--- config.mk ---
export PLATFORM = sky130hd
export DESIGN_NAME = tlbpt_ctrl
export DESIGN_NICKNAME = d
export VERILOG_FILES = /design/src/design/tlbpt_pkg.sv /design/src/design/tlbpt_ctrl.sv
export SDC_FILE = /design/constraint.sdc
export NUM_CORES = 1
export LEC_CHECK = 0
export BUFFER_PORTS_ARGS = -buffer_cell sky130_fd_sc_hd__buf_2
export CAP_MARGIN = 5
export CORE_AREA = 2 2 39 41
export DETAILED_ROUTE_END_ITERATION = 7
export DIE_AREA = 0 0 41 43
export PLACE_DENSITY = 0.3
export SYNTH_ARGS = -nofsm -noshare
export SYNTH_HDL_FRONTEND = slang
export SYNTH_SLANG_ARGS = --single-unit
--- constraint.sdc ---
create_clock -name clock -period 1.1 [get_ports clock]
set_clock_uncertainty 0.2 [all_clocks]
set_input_delay 0.11 -clock clock [delete_from_list [all_inputs] [get_ports clock]]
set_output_delay 0.11 -clock clock [all_outputs]
set_load 0.02 [all_outputs]
--- src/design/tlbpt_pkg.sv ---
`timescale 1ns / 1ps
// Shared types and constants of the TLB page table translator.
// No dependencies.
package tlbpt_pkg;

   localparam int TLB_ENTRIES = 16;
   localparam int PAGE_COUNT  = 256;
   localparam int PAGE_BYTES  = 256;

   localparam int ADDR_BITS    = 16;
   localparam int OFFSET_BITS  = $clog2(PAGE_BYTES);
   localparam int PAGE_BITS    = $clog2(PAGE_COUNT);
   localparam int FRAME_BITS   = 8;
   localparam int FREE_BITS    = $clog2(PAGE_COUNT + 1);
   localparam int TLB_IDX_BITS = $clog2(TLB_ENTRIES);
   localparam int STAMP_BITS   = 32;
   localparam int COUNT_BITS   = 32;
   localparam int STATUS_BITS  = 2;
   localparam int LRU_GROUP    = 4;
   localparam int LRU_GROUPS   = TLB_ENTRIES / LRU_GROUP;
   localparam int GROUP_BITS   = $clog2(LRU_GROUPS);

   localparam logic POLICY_FIFO  = 1'b0;
   localparam logic POLICY_LRU   = 1'b1;
   localparam logic POLICY_RESET = POLICY_LRU;

   typedef enum logic [STATUS_BITS-1:0] {
      ST_TLB_HIT   = 2'd0,
      ST_MAP_HIT   = 2'd1,
      ST_FAULT     = 2'd2,
      ST_NO_MEMORY = 2'd3
   } tlbpt_code_type;

   typedef logic [TLB_ENTRIES-1:0][STAMP_BITS-1:0] tlbpt_stamp_array_type;

   typedef struct packed {
      logic load_addr;
      logic lookup;
      logic resolve;
   } tlbpt_cmd_type;

   typedef struct packed {
      logic tlb_hit;
   } tlbpt_stat_type;

endpackage

--- src/design/tlbpt_ctrl.sv ---
`timescale 1ns / 1ps
// Sequencer of the translator: idle, TLB lookup, page map resolve.
// Depends on tlbpt_pkg.
module tlbpt_ctrl import tlbpt_pkg::*; (
   input  logic           clock,
   input  logic           reset,
   input  logic           start,
   input  tlbpt_stat_type stat,
   output tlbpt_cmd_type  cmd,
   output logic           busy
);

   typedef enum logic [1:0] {
      S_IDLE,
      S_LOOKUP,
      S_RESOLVE
   } state_type;

   state_type state_ff, state_in;
   logic      busy_ff;

   always_comb begin
      state_in = state_ff;
      case (state_ff)
         S_IDLE: begin
            if (start) state_in = S_LOOKUP;
         end
         S_LOOKUP: begin
            state_in = stat.tlb_hit ? S_IDLE : S_RESOLVE;
         end
         S_RESOLVE: begin
            state_in = S_IDLE;
         end
         default: begin
            state_in = S_IDLE;
         end
      endcase
   end

   always_ff @(posedge clock) begin
      if (reset) begin
         state_ff <= S_IDLE;
         busy_ff  <= 1'b0;
      end else begin
         state_ff <= state_in;
         busy_ff  <= (state_in != S_IDLE);
      end
   end

   assign cmd.load_addr = (state_ff == S_IDLE) && start && !busy_ff;
   assign cmd.lookup    = (state_ff == S_LOOKUP);
   assign cmd.resolve   = (state_ff == S_RESOLVE);
   assign busy          = busy_ff;

`ifndef SYNTH
   a_busy_tracks_state: assert property (@(posedge clock) disable iff (reset)
      busy_ff == (state_ff != S_IDLE))
      else $error("busy out of step with state");
   a_resolve_after_miss: assert property (@(posedge clock) disable iff (reset)
      state_ff == S_RESOLVE |-> $past(state_ff) == S_LOOKUP && !$past(stat.tlb_hit))
      else $error("resolve without a TLB miss");
   a_one_cmd: assert property (@(posedge clock) disable iff (reset)
      $onehot0({cmd.load_addr, cmd.lookup, cmd.resolve}))
      else $error("overlapping commands");
`endif

endmodule

==> out/qor.yml, run 1 <==
status: "finished, violations left"
violations: "hold timing, setup timing"
wirelength_um: 341
clock_tree.buffer_depth: 2
synth_area_leader_cell: "dfxtp_1"
syn_to_final_growth_pct: 103
insertion_delay_ns: 0.23
rows: 14
syn_area_sq_um: 114
core_area_sq_um: 1380
ys_top_cells_by_area: "dfxtp_1, a2111oi_1, nor3_1"
min_period_ns: 1.28
worstMarginPinSlew_ns: 0.283
hold_depth: 2
pwr-share-seq_pct: 33.3
drt_iter0_drc: 1
drv_cap: 0
vias: 133
syn_area_per_cell_sq_um: 10.4
dr.pass1.iters: 3
track_usage_pct: 6.02
power_switching_uw: 87.8
antenna_cells: 0
overflow: 0
fp.dieW_um: 41
hold_buffers: 1
crit_type: "flip-flop to output port"
ios: 8
grt_pass1_vias: 123
synth_top_area_share_pct: 52.7
grtUsageMet3_pct: 9.95
p_leak_nw: 0.102
vias_per_cell: 3.41
layout.nets: 28
ys.flop_type: "dfxtp_1"
syn-instance-count: 11
use_met1_pct: 5.47
reg2reg_to: "busy$_SDFF_PP0_"
clkPwrFrac_pct: 52.6
synth_edf_count: 0
synth-async-reset-ratio_pct: 0
hpwlAfterDp_um: 247
crit_fanout: 6
grt_setup_unrepaired: "yes"
hold_viol_final: 3
p_comb_share_pct: 14.1
synth-seq-area-share_pct: 52.7
worstPathRequired_ns: 0.79
root_buffer: "clkbuf_4"
ff2ff_path_depth: 2
slew_headroom_pct: 81.1
setup_viol: 5
pwr_density_cell_nw_per_um2: 1580
ant_nets: 0
holdWs_ns: -0.140
gr-max-usage-layer: "met3"
grt_antenna_before_repair: 0
drc: 0
die_h_um: 43
critical_path.startpoint: "state_ff[0]$_SDFF_PP0_"
yosys_warnings: 0
place_inst: 34
arrival_ns: 0.97
clock-sinks: 3
dieArea_sq_um: 1760
yosys-top-cells-count: "dfxtp_1, nor3_1"
grt_pass1_wl_um: 524
cts_made_buffers: 3
sw_frac_of_total_pct: 24.0
drv_slew: 0
place.gp.congestion: 0.528
layout-drive-gt1-share_pct: 65.2
yosys_register_bits: 3
p_int_uw: 279
cts_tree: "built"
fill_cells: 157
use_met2_pct: 4.69
min-delay-start: "stat"
clk_pin_slew_worst_paths_ns: 0.04
wl_per_cell_um: 8.74
yosysMostFrequentCell: "dfxtp_1"
io_buffers: 7
hold_class: "input pin to flip-flop"
htreeDepth: 1
fin_tns_setup_ns: -0.459
ir_worst_vdd_v: 0.000510
r2r_slack_ns: 0.07
grt_max_degree: 7
fin_crit_sh_pct: 116
crit_path_start_kind: "flip-flop"
post_cts_buffers: 0
critPathCaptureType: "output port"
max_freq_mhz: 782
hold_path_end: "state_ff[1]$_SDFF_PP0_"
fin_cells: 39
syn_nets: 15
synthDistinctLibCells: 8
timing.rr.start: "state_ff[0]$_SDFF_PP0_"
start_util_pct: 8.23
setup_slack_ns: -0.179
[critical path, stage by stage, from the launching register on]
cell and delay, ns:
dfxtp_2 0.33, nand2b_4 0.15, nor3_2 0.10, buf_4 0.16
[what timing repair did]
action	CTS	global route
cloned	0	0
endpoints found under the hold margin	3	3
setup endpoints to repair	3	5
gates resized for setup	7	0
[layer usage]
layer | share of wire (%) | vias to the layer above
li1 | - | 65
met1 | 44 | 56
met2 | 31 | 10
met3 | 21 | 2
met4 | 4.1 | 0
met5 | 0 | -
[cell usage in the layout, fill, tap and decap left out]
cell type      netlist  layout
buf_2                0       4
clkbuf_4             0       3
buf_4                0       2
dfxtp_2              0       2
nor2b_1              1       1
nand2b_4             0       1
nor3_2               0       1
and2b_2              1       1
nor4b_1              1       1
nor2_1               1       1
a2111oi_1            1       1
nor3_1               2       1
dfxtp_1              3       1
clkbuf_1             0       1
dlygate4sd3_1        0       1
buf_6                0       1
[cell families after synthesis]
family | after synthesis | synth area share (%)
AOI/OAI and AO/OA | 1 | 8.79
DFF | 3 | 52.7
and+or+nand+nor | 7 | 38.5
[worst max path at each step]
stage	to	cells after the start	slack, ns
final	cmd[2]	3	-0.18
after global routing	cmd[2]	3	-0.24
after CTS	cmd[2]	3	-0.21
after detailed placement	cmd[2]	3	-0.004
after global placement	busy$_SDFF_PP0_	2	-0.02
after floorplan	cmd[2]	2	0.03
[through the flow]
stage | worst slack (ns) | hold WS (ns) | power [mW] | area (sq um) | util (%)
final | -0.179 | -0.140 | 0.367 | 231 | 16.7
after global routing | -0.240 | -0.146 | 0.406 | 231 | 16.7
after CTS | -0.207 | -0.148 | 0.383 | 231 | 16.7
after detailed placement | -0.00361 | 0.109 | 0.164 | 174 | 12.6
after global placement | -0.0156 | 0.107 | 0.164 | 174 | 12.6
after floorplan | 0.0295 | -0.0132 | 0.146 | 119 | -
[state kept, by name, indices dropped and copies added, names as in the netlist]
name,flops
state_ff,2
busy,1
[area by class of cell]
| class | instances | area, sq um | area share (%) |
|---|---|---|---|
| Clock buffer | 4 | 26.3 | 11.4 |
| Multi-Input combinational cell | 8 | 66.3 | 28.6 |
| Sequential cell | 3 | 62.6 | 27.0 |
| Tap cell | 16 | 20.0 | 8.65 |
| Timing Repair Buffer | 8 | 56.3 | 24.3 |
[power groups by stage]
stage | Sequential [mW] | Combinational, mW | Clock (mW)
finish | 0.122 | 0.0519 | 0.193
global route | 0.123 | 0.0571 | 0.226
CTS | 0.122 | 0.0524 | 0.208
detailed placement | 0.123 | 0.0412 | 0
global placement | 0.123 | 0.0414 | 0
floorplan | 0.125 | 0.0206 | 0
(Power assumes the default switching activity.)
==> run 2: changes to the inputs <==
Settings changed: CORE_AREA 2 2 39 41 to 5 5 42 44, DIE_AREA 0 0 41 43 to 0 0 47 49.
==> run 2 against run 1 <==
Critical path depth unchanged; final area increased by 9.7%; maximum frequency increased by 1.8%; combinational power increased by 23%; count of clock-buffer cells in the layout unchanged; the run still ends with hold timing, setup timing left; largest cell class is now non-clock buffers; critical endpoint unchanged; utilization increased by 1.4 points; sequential cell count unchanged.
==> out/qor.yml, run 2 (synthesis results as in run 1) <==
crit_type: "flip-flop to output port"
final_area_sq_um: 254
vias_per_cell: 3.51
crit_fanout: 4
clock-sinks: 3
drt_iter0_drc: 1
io_buffers: 7
max_freq_mhz: 796
timing.rr.start: "state_ff[0]$_SDFF_PP0_"
placed_area_sq_um: 174
ant_nets: 0
die_h_um: 49
hold_viol_final: 2
worstMarginPinSlew_ns: 0.260
arrival_ns: 0.95
drv_cap: 0
grt_antenna_before_repair: 0
dr.pass1.iters: 2
hold_path_end: "state_ff[1]$_SDFF_PP0_"
post-place-ws_ns: -0.00362
fin_crit_sh_pct: 114
rows: 14
wl_per_cell_um: 9.27
reg2reg_to: "busy$_SDFF_PP0_"
top_register: "state_ff"
r2r_slack_ns: -0.01
hold_class: "input pin to flip-flop"
core_area_sq_um: 1400
critPathCaptureType: "output port"
htreeDepth: 1
ir_worst_vdd_v: 0.000335
insertion_delay_ns: 0.23
fill_cells: 170
ff2ff_path_depth: 3
hpwlAfterDp_um: 270
fp.dieW_um: 47
grt_pass1_wl_um: 641
pwr_density_cell_nw_per_um2: 1490
cts_made_buffers: 3
crit_path_start_kind: "flip-flop"
cts_tree: "built"
hold_buffers: 1
drv_slew: 0
largest_register_ff_count: 2
layout.nets: 30
vias: 144
violations: "hold timing, setup timing"
setup_slack_ns: -0.156
min_period_ns: 1.26
clock_tree.buffer_depth: 2
layout-drive-gt1-share_pct: 72.0
holdWs_ns: -0.128
syn_to_final_growth_pct: 123
overflow: 0
setup_viol: 5
p_leak_nw: 0.114
slew_headroom_pct: 82.4
place.gp.congestion: 0.727
start_util_pct: 8.12
hold_depth: 2
clk_pin_slew_worst_paths_ns: 0.04
grt_pass1_vias: 157
status: "finished, violations left"
ios: 8
grt_max_degree: 7
root_buffer: "clkbuf_4"
dieArea_sq_um: 2300
min-delay-start: "stat"
wirelength_um: 380
drc: 0
antenna_cells: 0
worstPathRequired_ns: 0.79
layout_common_cells: "buf_4, clkbuf_4, buf_2"
final_common_cell: "buf_4"
grt_setup_unrepaired: "yes"
track_usage_pct: 4.43
==> run 2: worst max path at each step <==
stage                           start              end  slack, ns
5_1_grt        state_ff[0]$_SDFF_PP0_           cmd[2]      -0.23
4_1_cts        state_ff[0]$_SDFF_PP0_           cmd[2]      -0.18
3_5_place_dp   state_ff[0]$_SDFF_PP0_  busy$_SDFF_PP0_     -0.004
3_3_place_gp   state_ff[0]$_SDFF_PP0_           cmd[2]      0.007
2_1_floorplan  state_ff[0]$_SDFF_PP0_           cmd[2]       0.03
6_report       state_ff[0]$_SDFF_PP0_           cmd[2]      -0.16
==> run 2: area by class of cell <==
type	instances	area, sq um	area share, %
Tap cell	16	20.0	7.88
Multi-Input combinational cell	8	71.3	28.1
Timing Repair Buffer	10	73.8	29.1
Clock buffer	4	26.3	10.3
Sequential cell	3	62.6	24.6
==> run 2: stage by stage <==
stage	TNS [ns]	total power, mW	util, %	std cells	hold WS, ns
after global placement	0	0.164	12.4	34	0.107
final	-0.428	0.378	18.1	41	-0.128
after global routing	-0.825	0.421	18.1	41	-0.130
after detailed placement	-0.00362	0.165	12.4	34	0.108
after CTS	-0.598	0.385	17.1	40	-0.148
after floorplan	0	0.146	-	11	-0.0132
==> run 2: worst max-delay path, cell delays in order (launching register included) <==
cell and delay [ns]:
dfxtp_2 0.32, nand2b_4 0.14, nor3_2 0.09, buf_4 0.16
==> run 2: repair_timing <==
item / CTS / global route
pin swaps: 1 / 1
setup endpoints to repair: 4 / 6
setup buffers: 1 / 1
resized for setup: 7 / 2
endpoints found under the hold margin: 3 / 2
==> run 2: report_power, final <==
| part | switching (mW) | leakage (nW) | internal [mW] |
|---|---|---|---|
| Sequential | 0.00558 | 0.0255 | 0.116 |
| Combinational | 0.0290 | 0.0730 | 0.0348 |
| Clock | 0.0569 | 0.0150 | 0.136 |
| Total | 0.0915 | 0.114 | 0.287 |
==> run 2: layer usage <==
layer  up-vias  track usage (%)  part of all wire (%)
li1         69                -                     -
met1        63             4.17                    43
met2        10             5.20                    37
met3         2             2.21                    16
met4         0             6.91                   4.5
met5         -                0                     0
==> run 3: changes to the inputs <==
Settings changed: PLACE_DENSITY 0.3 to 0.33.
==> run 3 against run 2 <==
The run still ends with hold timing, setup timing left; maximum frequency is 0.32% lower; hold slack worse by 0.014 ns; sequential cell count stayed put; sequential power hardly changed.
==> out/qor.yml, run 3 (synthesis results as in run 1) <==
status: "finished, violations left"
violations: "hold timing, setup timing"
antenna_cells: 0
worstMarginPinSlew_ns: 0.239
largest_register_ff_count: 2
p_int_uw: 284
hpwlAfterDp_um: 241
critPathCaptureType: "output port"
arrival_ns: 0.95
ir_worst_vdd_v: 0.000590
setup_slack_ns: -0.161
crit_fanout: 4
pwr-share-seq_pct: 32.0
syn_to_final_growth_pct: 116
reg2reg_to: "busy$_SDFF_PP0_"
min_period_ns: 1.26
die_h_um: 49
post-route-util_pct: 17.6
grt_pass1_wl_um: 683
pwr_density_cell_nw_per_um2: 1550
vias: 136
root_buffer: "clkbuf_4"
holdWs_ns: -0.143
rows: 14
sw_frac_of_total_pct: 25.4
wirelength_um: 370
hold_path_end: "state_ff[1]$_SDFF_PP0_"
overflow: 0
place_inst: 34
crit_path_start_kind: "flip-flop"
grt_setup_unrepaired: "yes"
layout-drive-gt1-share_pct: 70.8
htreeDepth: 1
io_buffers: 7
wl_per_cell_um: 9.25
track_usage_pct: 4.93
clock_tree.buffer_depth: 2
insertion_delay_ns: 0.24
hold_viol_final: 3
final_common_cell: "buf_4"
fp.dieW_um: 47
layout_common_cells: "buf_4, clkbuf_4, buf_2"
dieArea_sq_um: 2300
hold_class: "input pin to flip-flop"
grt_max_degree: 7
r2r_slack_ns: 0.07
layout.nets: 29
drv_cap: 0
place.gp.congestion: 0.660
max_freq_mhz: 793
clkPwrFrac_pct: 52.2
slew_headroom_pct: 84.0
drc: 0
worstPathRequired_ns: 0.79
fin_crit_sh_pct: 115
grt_antenna_before_repair: 0
cts_made_buffers: 3
clk_pin_slew_worst_paths_ns: 0.04
clock-sinks: 3
timing.rr.start: "state_ff[0]$_SDFF_PP0_"
setup_viol: 5
min-delay-start: "stat"
cts_tree: "built"
start_util_pct: 8.12
drv_slew: 0
ios: 8
grt_pass1_vias: 164
ff2ff_path_depth: 2
dr.pass1.iters: 1
p_leak_nw: 0.109
vias_per_cell: 3.40
drt_iter0_drc: 0
hold_depth: 2
p_comb_share_pct: 15.7
crit_type: "flip-flop to output port"
core_area_sq_um: 1400
ant_nets: 0
top_register: "state_ff"
fin_cells: 40
power_switching_uw: 96.6
-- run 3: cell types whose count changed in the layout (fill, tap and decap cells not counted), sizes merged --
cell | before | now
buf | 9 | 8
-- run 3: per-layer routing --
| layer | vias up | GRT usage (%) | wire length, um |
|---|---|---|---|
| met5 | - | 0 | 0 |
| met4 | 0 | 4.15 | 0 |
| met3 | 0 | 6.64 | 85 |
| met2 | 12 | 4.30 | 113 |
| met1 | 57 | 5.27 | 171 |
| li1 | 67 | - | - |
-- run 3: through the flow --
| step | setup TNS (ns) | power (mW) | worst slack, ns | area [sq um] | hold WS (ns) |
|---|---|---|---|---|---|
| floorplan | 0 | 0.146 | 0.0295 | 119 | -0.0132 |
| finish | -0.449 | 0.381 | -0.161 | 246 | -0.143 |
| detailed placement | -0.00347 | 0.164 | -0.00347 | 174 | 0.0942 |
| global route | -0.795 | 0.421 | -0.245 | 246 | -0.147 |
| CTS | -0.505 | 0.392 | -0.182 | 249 | -0.0646 |
| global placement | 0 | 0.163 | 0.0114 | 174 | 0.0919 |
-- run 3: worst max-delay path, cell delays in order, from the launching register on --
cell and delay, ns:
dfxtp_2 0.32, nand2b_4 0.14, nor3_2 0.09, buf_4 0.16
-- run 3: cell type report --
class	instances	area, sq um
tap	16	20.0
clock buffer	4	26.3
multi-input combinational	8	71.3
sequential	3	62.6
fill	165	1150
timing repair buffer	9	66.3
-- run 3: what timing repair did --
item	in CTS	in global routing
setup endpoints to repair	4	6
hold endpoints to repair	3	3
gates cloned	0	0
buffers inserted	1	0
gates resized for setup	7	2
hold buffers	2	1
pin swaps	1	0
-- run 3: worst max-delay path by stage --
stage | from | endpoint | slack, ns
2_1_floorplan | state_ff[0]$_SDFF_PP0_ | cmd[2] | 0.03
3_3_place_gp | state_ff[0]$_SDFF_PP0_ | cmd[2] | 0.01
4_1_cts | state_ff[0]$_SDFF_PP0_ | cmd[2] | -0.18
5_1_grt | state_ff[0]$_SDFF_PP0_ | cmd[2] | -0.25
6_report | state_ff[0]$_SDFF_PP0_ | cmd[2] | -0.16
3_5_place_dp | state_ff[0]$_SDFF_PP0_ | cmd[2] | -0.003
-- run 3: power groups by stage --
stage               registers [mW]  logic, mW  clock network (mW)
finish                       0.122     0.0599               0.199
detailed placement           0.123     0.0411                   0
floorplan                    0.125     0.0206                   0
CTS                          0.121     0.0587               0.212
global placement             0.122     0.0406                   0
global route                 0.123     0.0651               0.232
